--- config.mk ---
export PLATFORM = sky130hd
export DESIGN_NAME = rate_monotonic_task_scheduler_flat
export DESIGN_NICKNAME = d
export VERILOG_FILES = /design/src/design/rmts_pkg.sv /design/src/design/rmts_if.sv /design/src/design/rate_monotonic_task_scheduler.sv /design/src/design/rmts_div.sv /design/src/design/rmts_cell.sv /design/src/flat_wrapper.sv
export SDC_FILE = /design/constraint.sdc
export NUM_CORES = 2
export LEC_CHECK = 0
export ABC_AREA = 1
export ABC_CLOCK_PERIOD_IN_PS = 10200
export BUFFER_PORTS_ARGS = -buffer_cell sky130_fd_sc_hd__buf_2
export CAP_MARGIN = 20
export CORE_MARGIN = 5
export CORE_UTILIZATION = 60
export CTS_CLUSTER_SIZE = 14
export DETAILED_ROUTE_END_ITERATION = 8
export PLACE_DENSITY = 0.76
export SLEW_MARGIN = 20
export SYNTH_ARGS = -nofsm -noshare
export SYNTH_HDL_FRONTEND = slang
export SYNTH_HIERARCHICAL = 1
export SYNTH_SLANG_ARGS = --single-unit
--- constraint.sdc ---
create_clock -name clk -period 10.2 [get_ports clk]
set_input_delay 2.04 -clock clk [delete_from_list [all_inputs] [get_ports clk]]
set_output_delay 2.04 -clock clk [all_outputs]
set_load 0.1 [all_outputs]
--- src/design/rmts_pkg.sv ---
// ----------------------------------------------------------------------------
// rmts_pkg
// Shared types and constants of the rate-monotonic task scheduler.
// ----------------------------------------------------------------------------
`default_nettype none
package rmts_pkg;
	localparam int MaxTasks  = 16;
	localparam int SlotW     = $clog2(MaxTasks);
	localparam int UtilScale = 10000;
	localparam int PidW      = 22;
	localparam int PerW      = 16;
	localparam int UtilW     = 14;
	localparam int TimeW     = 32;
	localparam int NumW      = 30;   // cost*scale fits in 30 bits
	localparam int QW        = NumW; // full quotient width for the admission compare

	localparam logic [UtilW-1:0] UtilLimitRst = 14'd6930;

	localparam logic [1:0] OP_REG   = 2'd0;
	localparam logic [1:0] OP_YIELD = 2'd1;
	localparam logic [1:0] OP_DEREG = 2'd2;
	localparam logic [1:0] OP_TICK  = 2'd3;

	localparam logic [2:0] ST_OK      = 3'd0;
	localparam logic [2:0] ST_REFUSED = 3'd1;
	localparam logic [2:0] ST_FULL    = 3'd2;
	localparam logic [2:0] ST_NOTFND  = 3'd3;
	localparam logic [2:0] ST_ZEROPER = 3'd4;

	localparam logic [1:0] MODE_RUN   = 2'd0;
	localparam logic [1:0] MODE_READY = 2'd1;
	localparam logic [1:0] MODE_SLEEP = 2'd2;

	typedef struct packed {
		logic [1:0]      operation;
		logic [PidW-1:0] task_pid;
		logic [PerW-1:0] task_period;
		logic [PerW-1:0] task_cost;
	} req_t;

	typedef struct packed {
		logic [2:0]       status;
		logic             running_valid;
		logic [PidW-1:0]  running_pid;
		logic             switched;
		logic [UtilW-1:0] util_now;
	} rsp_t;

	// token passed along the chain of cells during a scan
	typedef struct packed {
		logic             found;     // first matching pid seen
		logic             cand_v;    // ready candidate
		logic [SlotW-1:0] cand;
		logic [PerW-1:0]  cand_per;
	} tok_t;

	// slot state seen by the controller
	typedef struct packed {
		logic             used;
		logic [PidW-1:0]  ident;
		logic [PerW-1:0]  period;
		logic [UtilW-1:0] share;
		logic [1:0]       mode;
		logic             started;
		logic [TimeW-1:0] deadline;
	} slot_t;
endpackage
`default_nettype wire

--- src/design/rmts_if.sv ---
// ----------------------------------------------------------------------------
// rmts_req_if / rmts_rsp_if
// Valid/ready channels of the scheduler.
// ----------------------------------------------------------------------------
`default_nettype none
interface rmts_req_if;
	logic valid;
	logic ready;
	rmts_pkg::req_t data;
	modport source (output valid, output data, input ready);
	modport sink   (input valid, input data, output ready);
endinterface

interface rmts_rsp_if;
	logic valid;
	logic ready;
	rmts_pkg::rsp_t data;
	modport source (output valid, output data, input ready);
	modport sink   (input valid, input data, output ready);
endinterface
`default_nettype wire

--- src/design/rate_monotonic_task_scheduler.sv ---
// Each item makes three passes over the slot ring (find/apply, candidate,
// dispatch) and then a registered output stage; a registration that
// reaches the admission check runs the 30-step divide between the first two.
// An item is taken only in the idle state; the next item is taken
// while a result waits, and a stalled result holds the block at its output.
// Reset (arst_n low) empties all slots, clears time, total and the running
// task, and loads util_limit with 6930.
`default_nettype none
module rate_monotonic_task_scheduler (
	input  wire logic                        clk,
	input  wire logic                        arst_n,
	input  wire logic                        cfg_we,
	input  wire logic [rmts_pkg::UtilW-1:0]  cfg_wdata,
	rmts_req_if.sink                         req,
	rmts_rsp_if.source                       rsp
);
	localparam int N  = rmts_pkg::MaxTasks;
	localparam int SW = rmts_pkg::SlotW;

	localparam logic [2:0] S_IDLE = 3'd0;
	localparam logic [2:0] S_P1   = 3'd1; // find pid / free slot, apply op
	localparam logic [2:0] S_DIV  = 3'd2;
	localparam logic [2:0] S_DW   = 3'd3;
	localparam logic [2:0] S_P2   = 3'd4; // find ready candidate
	localparam logic [2:0] S_P3   = 3'd5; // apply dispatch
	localparam logic [2:0] S_OUT  = 3'd6;

	logic [2:0]  st_q;
	logic [SW:0] cnt_q;          // rotation count
	rmts_pkg::req_t  r_q;
	rmts_pkg::tok_t  tok_q;
	rmts_pkg::slot_t ring   [N];
	rmts_pkg::slot_t head_in;     // written back into cell 0
	logic        shift;
	logic [rmts_pkg::UtilW-1:0] limit_q, total_q;
	logic [rmts_pkg::TimeW-1:0] time_q;
	logic        run_v_q, was_v_q, fnd_q;
	logic [SW-1:0] run_s_q, was_s_q, hit_q;
	logic [rmts_pkg::PerW-1:0] run_per_q;
	logic [rmts_pkg::PidW-1:0] run_pid_q;
	logic [2:0]  stat_q;
	logic        dstart, ddone;
	logic [rmts_pkg::NumW-1:0] quo;
	logic        preempt_q;
	logic        rsp_v_q;
	rmts_pkg::rsp_t rsp_q;

	// cell i holds, during a pass, the slot (cnt + N-1 - i) mod N; cell N-1 is
	// the head that the controller inspects, and its update feeds cell 0.
	assign shift = (st_q == S_P1 || st_q == S_P2 || st_q == S_P3);

	for (genvar i = 0; i < N; i++) begin : g_cell
		if (i == 0) begin : g_first
			rmts_cell u_cell (
				.clk(clk), .arst_n(arst_n), .shift(shift),
				.prev(head_in), .cur(ring[i])
			);
		end else begin : g_next
			rmts_cell u_cell (
				.clk(clk), .arst_n(arst_n), .shift(shift),
				.prev(ring[i-1]), .cur(ring[i])
			);
		end
	end

	rmts_div u_div (
		.clk(clk), .arst_n(arst_n), .start(dstart),
		.num(rmts_pkg::NumW'(r_q.task_cost) * rmts_pkg::NumW'(rmts_pkg::UtilScale)),
		.den(r_q.task_period), .done(ddone), .quo(quo)
	);
	assign dstart = (st_q == S_DIV);

	rmts_pkg::slot_t h;
	logic [SW-1:0] sidx;          // slot number of head
	logic [rmts_pkg::QW:0] tot_sum;
	assign h = ring[N-1];
	assign sidx = cnt_q[SW-1:0];
	assign tot_sum = (rmts_pkg::QW+1)'(total_q) + (rmts_pkg::QW+1)'(quo);

	always_comb begin
		head_in = h;
		case (st_q)
			S_P1: begin
				case (r_q.operation)
					rmts_pkg::OP_YIELD: if (h.used && h.ident == r_q.task_pid && !tok_q.found) begin
						if (!h.started) begin
							head_in.started  = 1'b1;
							head_in.deadline = time_q + rmts_pkg::TimeW'(h.period);
							head_in.mode     = rmts_pkg::MODE_READY;
						end else if (time_q >= h.deadline) begin
							head_in.deadline = h.deadline + rmts_pkg::TimeW'(h.period);
							head_in.mode     = rmts_pkg::MODE_READY;
						end else begin
							head_in.mode = rmts_pkg::MODE_SLEEP;
						end
					end
					rmts_pkg::OP_DEREG: if (h.used && h.ident == r_q.task_pid && !tok_q.found)
						head_in.used = 1'b0;
					rmts_pkg::OP_TICK: if (h.used && h.mode == rmts_pkg::MODE_SLEEP &&
						h.started && (time_q + 1'b1) >= h.deadline)
						head_in.mode = rmts_pkg::MODE_READY;
					default: ;
				endcase
			end
			S_P2: begin
				// second pass also places an admitted registration
				if (r_q.operation == rmts_pkg::OP_REG && stat_q == rmts_pkg::ST_OK &&
					fnd_q && sidx == hit_q) begin
					head_in.used     = 1'b1;
					head_in.ident    = r_q.task_pid;
					head_in.period   = r_q.task_period;
					head_in.share    = rmts_pkg::UtilW'(quo);
					head_in.mode     = rmts_pkg::MODE_SLEEP;
					head_in.started  = 1'b0;
					head_in.deadline = '0;
				end
			end
			S_P3: begin
				if (run_v_q && sidx == run_s_q && h.used)
					head_in.mode = preempt_q ? rmts_pkg::MODE_READY : rmts_pkg::MODE_RUN;
				if (tok_q.cand_v && preempt_q && sidx == tok_q.cand)
					head_in.mode = rmts_pkg::MODE_RUN;
			end
			default: ;
		endcase
	end

	// candidate evaluated on the updated slot content
	logic cand_hit;
	assign cand_hit = head_in.used && head_in.mode == rmts_pkg::MODE_READY &&
		(!tok_q.cand_v || head_in.period < tok_q.cand_per);

	assign req.ready = (st_q == S_IDLE);
	assign rsp.valid = rsp_v_q;
	assign rsp.data  = rsp_q;

	always_ff @(posedge clk or negedge arst_n) begin
		if (!arst_n) begin
			st_q    <= S_IDLE;
			cnt_q   <= '0;
			limit_q <= rmts_pkg::UtilLimitRst;
			total_q <= '0;
			time_q  <= '0;
			run_v_q <= 1'b0;
			run_s_q <= '0;
			rsp_v_q <= 1'b0;
			tok_q   <= '0;
			fnd_q   <= 1'b0;
		end else begin
			if (cfg_we) limit_q <= cfg_wdata;
			if (rsp_v_q && rsp.ready) rsp_v_q <= 1'b0;
			case (st_q)
				S_IDLE: if (req.valid) begin
					r_q     <= req.data;
					was_v_q <= run_v_q;
					was_s_q <= run_s_q;
					stat_q  <= rmts_pkg::ST_OK;
					tok_q   <= '0;
					fnd_q   <= 1'b0;
					cnt_q   <= '0;
					st_q    <= S_P1;
				end
				S_P1: begin
					if (r_q.operation == rmts_pkg::OP_REG) begin
						if (!h.used && !fnd_q) begin fnd_q <= 1'b1; hit_q <= sidx; end
					end else if (r_q.operation != rmts_pkg::OP_TICK) begin
						if (h.used && h.ident == r_q.task_pid && !fnd_q) begin
							fnd_q <= 1'b1;
							hit_q <= sidx;
							tok_q.found <= 1'b1;
							if (r_q.operation == rmts_pkg::OP_DEREG) begin
								total_q <= total_q - h.share;
								if (run_v_q && run_s_q == sidx) run_v_q <= 1'b0;
							end else if (h.started && time_q < h.deadline &&
								run_v_q && run_s_q == sidx)
								run_v_q <= 1'b0;
						end
					end
					cnt_q <= cnt_q + 1'b1;
					if (cnt_q == (SW+1)'(N-1)) begin
						cnt_q <= '0;
						tok_q <= '0;
						if (r_q.operation == rmts_pkg::OP_TICK) time_q <= time_q + 1'b1;
						if (r_q.operation == rmts_pkg::OP_REG) begin
							if (r_q.task_period == '0) begin
								stat_q <= rmts_pkg::ST_ZEROPER; st_q <= S_P2;
							end else if (!(fnd_q || !h.used)) begin
								stat_q <= rmts_pkg::ST_FULL; st_q <= S_P2;
							end else st_q <= S_DIV;
						end else begin
							if (!(fnd_q || (h.used && h.ident == r_q.task_pid)) &&
								r_q.operation != rmts_pkg::OP_TICK)
								stat_q <= rmts_pkg::ST_NOTFND;
							st_q <= S_P2;
						end
					end
				end
				S_DIV: st_q <= S_DW;
				S_DW: if (ddone) begin
					if (tot_sum > (rmts_pkg::QW+1)'(limit_q)) stat_q <= rmts_pkg::ST_REFUSED;
					else total_q <= rmts_pkg::UtilW'(tot_sum);
					st_q <= S_P2;
				end
				S_P2: begin
					if (cand_hit) begin
						tok_q.cand_v   <= 1'b1;
						tok_q.cand     <= sidx;
						tok_q.cand_per <= head_in.period;
					end
					if (run_v_q && sidx == run_s_q) run_per_q <= head_in.period;
					cnt_q <= cnt_q + 1'b1;
					if (cnt_q == (SW+1)'(N-1)) begin
						cnt_q <= '0;
						st_q  <= S_P3;
						preempt_q <= 1'b0;
						if (run_v_q) begin
							if ((cand_hit || tok_q.cand_v) &&
								(cand_hit ? head_in.period : tok_q.cand_per) <
								((sidx == run_s_q) ? head_in.period : run_per_q))
								preempt_q <= 1'b1;
						end else if (cand_hit || tok_q.cand_v) preempt_q <= 1'b1;
					end
				end
				S_P3: begin
					if (sidx == (preempt_q ? tok_q.cand : run_s_q) &&
						(preempt_q || run_v_q))
						run_pid_q <= h.ident;
					cnt_q <= cnt_q + 1'b1;
					if (cnt_q == (SW+1)'(N-1)) begin
						if (preempt_q) begin run_v_q <= 1'b1; run_s_q <= tok_q.cand; end
						st_q <= S_OUT;
					end
				end
				S_OUT: if (!rsp_v_q) begin
					rsp_v_q <= 1'b1;
					rsp_q.status        <= stat_q;
					rsp_q.running_valid <= run_v_q;
					rsp_q.running_pid   <= run_v_q ? run_pid_q : '0;
					rsp_q.switched      <= (was_v_q != run_v_q) ||
						(run_v_q && was_s_q != run_s_q);
					rsp_q.util_now      <= total_q;
					st_q <= S_IDLE;
				end
				default: st_q <= S_IDLE;
			endcase
		end
	end

	a_ready_idle: assert property (@(posedge clk) disable iff (!arst_n)
		req.ready |-> st_q == S_IDLE) else $error("ready outside idle");
	a_one_out: assert property (@(posedge clk) disable iff (!arst_n)
		(st_q == S_OUT && !rsp_v_q) |=> rsp_v_q) else $error("result not raised");
	a_total: assert property (@(posedge clk) disable iff (!arst_n)
		(st_q == S_IDLE) |-> total_q <= rmts_pkg::UtilW'(16383)) else $error("total");
endmodule
`default_nettype wire

--- src/design/rmts_div.sv ---
// ----------------------------------------------------------------------------
// rmts_div
// Restoring divider, one quotient bit per cycle.
// ----------------------------------------------------------------------------
`default_nettype none
module rmts_div (
	input  wire logic                      clk,
	input  wire logic                      arst_n,
	input  wire logic                      start,
	input  wire logic [rmts_pkg::NumW-1:0] num,
	input  wire logic [rmts_pkg::PerW-1:0] den,
	output logic                           done,
	output logic [rmts_pkg::NumW-1:0]      quo
);
	localparam int CW = $clog2(rmts_pkg::NumW + 1);
	logic [CW-1:0]             cnt_q;
	logic                      busy_q;
	logic [rmts_pkg::NumW-1:0] q_q;
	logic [rmts_pkg::PerW:0]   rem_q;
	logic [rmts_pkg::PerW:0]   trial;
	logic [rmts_pkg::PerW:0]   diff;

	assign trial = {rem_q[rmts_pkg::PerW-1:0], q_q[rmts_pkg::NumW-1]};
	assign diff  = trial - {1'b0, den};

	always_ff @(posedge clk or negedge arst_n) begin
		if (!arst_n) begin
			busy_q <= 1'b0;
			cnt_q  <= '0;
			done   <= 1'b0;
		end else begin
			done <= 1'b0;
			if (start) begin
				busy_q <= 1'b1;
				cnt_q  <= CW'(rmts_pkg::NumW);
			end else if (busy_q) begin
				cnt_q <= cnt_q - 1'b1;
				if (cnt_q == CW'(1)) begin
					busy_q <= 1'b0;
					done   <= 1'b1;
				end
			end
		end
	end

	always_ff @(posedge clk) begin
		if (start) begin
			q_q   <= num;
			rem_q <= '0;
		end else if (busy_q) begin
			if (!diff[rmts_pkg::PerW]) begin
				rem_q <= diff;
				q_q   <= {q_q[rmts_pkg::NumW-2:0], 1'b1};
			end else begin
				rem_q <= trial;
				q_q   <= {q_q[rmts_pkg::NumW-2:0], 1'b0};
			end
		end
	end
	assign quo = q_q;
endmodule
`default_nettype wire

--- src/design/rmts_cell.sv ---
// ----------------------------------------------------------------------------
// rmts_cell
// One task slot; slots form a ring that rotates one place per scan cycle.
// ----------------------------------------------------------------------------
`default_nettype none
module rmts_cell (
	input  wire logic                clk,
	input  wire logic                arst_n,
	input  wire logic                shift,
	input  wire rmts_pkg::slot_t     prev,
	output rmts_pkg::slot_t          cur
);
	// ring rotation: each cell takes its neighbor's content
	always_ff @(posedge clk or negedge arst_n) begin
		if (!arst_n) cur <= '0;
		else if (shift) cur <= prev;
	end
endmodule
`default_nettype wire
--- src/flat_wrapper.sv ---
// flat-port wrapper written by rule: the top's interface ports become plain ports
module rate_monotonic_task_scheduler_flat 
  (clk, arst_n, cfg_we, cfg_wdata, req_valid, req_data, req_ready, rsp_valid, rsp_data, rsp_ready);
  rmts_req_if req_i ();
  rmts_rsp_if rsp_i ();
  input  wire logic clk;
  input  wire logic arst_n;
  input  wire logic cfg_we;
  input  wire logic [rmts_pkg::UtilW-1:0] cfg_wdata;
  input wire logic [$bits(req_i.valid)-1:0] req_valid;
  input wire logic [$bits(req_i.data)-1:0] req_data;
  output wire logic [$bits(req_i.ready)-1:0] req_ready;
  output wire logic [$bits(rsp_i.valid)-1:0] rsp_valid;
  output wire logic [$bits(rsp_i.data)-1:0] rsp_data;
  input wire logic [$bits(rsp_i.ready)-1:0] rsp_ready;
  assign req_i.valid = req_valid;
  assign req_i.data = req_data;
  assign req_ready = req_i.ready;
  assign rsp_valid = rsp_i.valid;
  assign rsp_data = rsp_i.data;
  assign rsp_i.ready = rsp_ready;
  rate_monotonic_task_scheduler u_core (.clk(clk), .arst_n(arst_n), .cfg_we(cfg_we), .cfg_wdata(cfg_wdata), .req(req_i), .rsp(rsp_i));
endmodule
== Word level (Yosys, flattened, before mapping) ==
Cells that the tools add are included.

* Logic and storage cells: 371
* Output and inout bits: 43
* Input port bits: 75
* Register bits after elaboration: 1,706

* Muxes and demuxes: 93
* Equality and inequality tests: 47
* Bitwise gates (word level): 1
* $mul: 1
* Magnitude comparators: 6
* Reduce and logical (&&, ||, !) cells: 68
* Add/subtract/negate cells: 8

{| class="wikitable"
|+ Operators by type and width
! operator !! count
|-
| 88-bit two-way mux || 1
|-
| 14-bit two-way mux || 6
|-
| 33-bit case mux with 2 select lines || 1
|-
| 32-bit by 16-bit adder with 32-bit output || 2
|-
| 32-bit greater-or-equal comparator || 2
|-
| 32-bit two-way mux || 2
|-
| 21-bit case mux with 3 select lines || 1
|-
| 30-bit two-way mux || 2
|-
| 52-bit two-way mux || 1
|-
| 3-bit two-way mux || 17
|-
| 16-bit two-way mux || 3
|-
| 22-bit two-way mux || 2
|-
| 35-bit two-way mux || 1
|-
| 33-bit two-way mux || 1
|-
| 32-bit by 1-bit adder with 32-bit output, second input constant || 1
|-
| 16-bit less-than comparator || 2
|-
| 32-bit less-than comparator || 1
|-
| 14-bit by 30-bit adder with 31-bit output || 1
|-
| 31-bit by 14-bit greater-than comparator with 1-bit output || 1
|-
| 1-bit two-way mux || 30
|-
| 14-bit case mux with 2 select lines || 1
|-
| 3-bit inequality test, second input constant || 9
|-
| 16-bit by 10-bit multiplier with 26-bit output, second input constant || 1
|-
| 1-bit logical AND || 25
|-
| 44 further kinds || 110
|}

== Logic depth before layout (Yosys ltp) ==
* Word-level depth: 15
* Gate-level depth with buffers: 43
* Mapped depth without buffers: 42

== Hierarchy ==
The synthesis kept the hierarchy.

{| class="wikitable"
|+ Modules (own cells, without submodules)
! module !! instances !! sequential area each (um^2) !! area an instance (um^2) !! cells an instance
|-
| rmts_cell || 16 || 2,202.1 || 3,323.2 || 372
|-
| rate_monotonic_task_scheduler || 1 || 6,879.1 || 21,343.0 || 2,724
|-
| rmts_div || 1 || 1,396.3 || 3,479.6 || 513
|}

== Worst setup path after synthesis ==
Ideal clock, no wire load.

* Path type: input to register
* Start point: in req_valid
* End point: reg u_core/r_q[0] in the netlist's numbering (enable)
* Buffers on the path: 0
* Cell stages on the path: 4
* Arrival: 6.738 ns
* Setup slack: 2.907 ns
* Data required time: 9.645 ns
* Setup time: 0.555 ns
* Cell sequence: nor2_1 -> nor2_1 -> nand2_1 -> nor3_1

* Cells in the longest elaborated chain, start to end: 1

{| class="wikitable"
|+ RTL lines
! what !! RTL line !! source
|-
| from (decl) || flat_wrapper.sv:10 || <nowiki>input wire logic [$bits(req_i.valid)-1:0] req_valid;</nowiki>
|-
| 3-bit AND reduction (no line) || - ||
|-
| to (signal assigned) || rate_monotonic_task_scheduler.sv:154 || <nowiki>r_q <= req.data;</nowiki>
|-
| to (decl) || rate_monotonic_task_scheduler.sv:30 || <nowiki>rmts_pkg::req_t r_q;</nowiki>
|}

No other way between the ends.
A chain may end at the register's enable or synchronous reset.

==> results_dict.tcl <==
set metrics [dict create \
    status "finished, final reports clean" \
    crit_path_top_delay_cell "nor3_1" \
    grt_setup_unrepaired "false" \
    cts_tree "done" \
    post_cts_resized 0 \
    synth_edf_count 178 \
    area_growth_pct 9.06 \
    drtIter0Drc 6014 \
    port_buffers 117 \
    cts_setup_buffers 0 \
    stdcell_area_um2 85100 \
    antenna_found_initial 0 \
    synth_flop_cell "dfrtp_1" \
    netlist_instances 9189 \
    initial_core_util_pct 60.3 \
    wl_per_cell_um 18.3 \
    final_antenna_net_count 0 \
    synth_compound_area_share_pct 4.58 \
    synth-seq-cells 1706 \
    hold_buffers 0 \
    clockRootBuffer "clkbuf_16" \
    die_w_um 371 \
    htreeDepth 4 \
    grt_pass1_vias 58625 \
    synth_cell_types 76 \
    clk_path_buf_depth 3 \
    start_kind "register" \
    synth_top_family_by_area "simple AND/OR/NAND/NOR gates" \
    num_rows 132 \
    synth_top_area_share_pct 48.3 \
    fin_skew_ps 63.0 \
    setup_tns_ps 0 \
    max_freq_mhz 164 \
    final_common_cell "nand2_1" \
    crit_type "reg2reg" \
    worstMarginPinSlew_ps 1160 \
    leakagePower_uw 0.0473 \
    grt_max_degree 236 \
    end_kind "register" \
    antenna_cells 0 \
    finalCriticalPeriod_ps 6080 \
    grt_pass1_wl_um 325000 \
    setup_viol 0 \
    dp_hpwl_um 132000 \
    vias 59952 \
    worst_path_largest_cell_delay_ps 490 \
    ir_drop_mv 0.383 \
    hold_class "reg2reg" \
    cap_violations 0 \
    cp_max_fo 31 \
    die_h_um 371 \
    synth-xor-area-share_pct 1.34 \
    synth_area_leaders "dfrtp_1 48%, nand2_1 24%, edfxtp_1 6.9%" \
    most-common-layout-cells "5036 x nand2_1, 1506 x dfrtp_1, 553 x inv_1, 259 x ha_1, 231 x a21oi_1" \
    synth_fa_ha_area_share_pct 5.18 \
    synthArstFlopShare_pct 88.6 \
    synth.avg_cell_area_um2 8.49 \
    synthSimpleGateAreaFrac_pct 27.2 \
    viasPerCell 5.42 \
    max-slew-margin-rel_pct 22.7 \
    period_share_pct 59.6 \
    powerDensity_nw_per_um2 244 \
    grt.total_usage_pct 29.8 \
    dieArea_um2 137000 \
    crit_top_cell "nand2_1" \
    dpl_cell_area_um2 79100 \
    io_pins 118 \
    numCtsBuffers 174 \
    drive_gt1_share_pct 6.44 \
    routabilityCongestion 0.903 \
    clk_latency_ps 820 \
    hold_violations 0 \
    grt_overflow 0 \
    yosys.area.top_type "dfrtp_1" \
    syn_area_um2 78000 \
    routed_wl_um 202000 \
    synth_mux_area_share_pct 0.0417 \
    slew_viol_final 0 \
    cp.required_ps 10810 \
    firstDrtPassIters 6 \
    core-area_um2 129000 \
    crit_arrival_ps 6700 \
    cts.clk_slew.worst_paths_ps 60 \
    layout.nets 9539 \
    synth_warnings 6 \
    ys_seq_area_share_pct 55.8 \
    clkSinkCount 1706 \
    drc_errors 0 \
]
[worst paths after layout]
| kind | depth (start not counted) | slack [ps] | endpoint | startpoint |
|---|---|---|---|---|
| max | 39 | 4120 | u_core/preempt_q | u_core/time_q[1] |
| min | 2 | 440 | u_core/g_cell[1].g_next.u_cell/cur[35] | u_core/g_cell[0].g_first.u_cell/cur[35] |
| max reg2reg | 39 | 4120 | u_core/preempt_q | u_core/time_q[1] |
| min reg2reg | 2 | 440 | u_core/g_cell[1].g_next.u_cell/cur[35] | u_core/g_cell[0].g_first.u_cell/cur[35] |
| max in group asynchronous | 4 | 6060 | u_core/g_cell[2].g_next.u_cell/cur[87] | arst_n |
| min in group asynchronous | 1 | 1180 | u_core/g_cell[8].g_next.u_cell/cur[51] | arst_n |
[sequential cells by signal, summed over array words and instances (netlist names), 22 cells and up]
register,flops
u_core/u_div/quo,30
u_core/g_cell.g_next.u_cell/cur,1320
u_core/run_pid_q,22
u_core/rsp.data,41
u_core/g_cell.g_first.u_cell/cur,88
u_core/r_q,56
u_core/time_q,32
u_core/tok_q,22
[stage by stage]
step                      cells  setup slack [ps]  hold WS [ps]  util [%]  power, uW
after global placement    10729              3940           431      61.1      14200
after CTS                 11055              3990           439      65.7      20800
final                     11056              4120           440      65.8      20800
after global routing      11056              3310           448      65.8      21900
after detailed placement  10730              4020           435      61.2      14300
after floorplan            9192              2910           420         -      12800
[power breakdown]
group          switching [uW]  internal [uW]
sequential                493           7530
clock                    2760           3760
combinational            4780           1450
[synth_stat cells, types with 11 or more instances]
cell type and count:
nand2_1 5036, dfrtp_1 1506, inv_1 555, ha_1 259, a21oi_1 231, buf_2 197
nor2_1 192, o21ai_0 186, edfxtp_1 178, nand3_1 108, xor2_1 79, buf_4 69
nor3_1 62, buf_6 52, clkbuf_1 48, nand4_1 42, fa_1 40, xnor2_1 40
o21a_1 24, nand2_2 21, o22ai_2 19, o21ai_2 18, dfxtp_1 16, inv_4 16
o21ai_1 13, buf_1 11
[worst max-delay path: cells and delay by family, from the launching register on]
kind	cells	cell delay [ps]
compound gates	6	920
xor+xnor	1	200
fa+ha+maj	2	610
buf+inv	7	680
flops	1	450
simple gates	23	3070
[area by class of cell]
class,instances,area (um^2)
sequential,1706,43500
inverter,582,2240
fill,10508,44300
multi-input combinational,6526,30000
clock inverter,84,961
clock buffer,241,4960
tap,1742,2180
timing repair buffer,175,1190
[metal layers]
layer	global-route usage, %	vias to the layer above	part of all wire, %
li1	-	28387	-
met1	43.9	29240	45
met2	46.5	1983	46
met3	4.64	342	6.5
met4	8.76	0	2.9
met5	0	-	0
[cells by family after synthesis]
| group | count (synthesis) |
|---|---|
| AOI/OAI and AO/OA | 593 |
| xor gates and xnor gates | 119 |
| DFF | 1706 |
| and+or+nand+nor | 5508 |
| muxes | 3 |
| other | 1 |
| buffers and inverters | 960 |
| adders and majority gates | 299 |
Note: power is estimated with default switching activity, not from simulation.
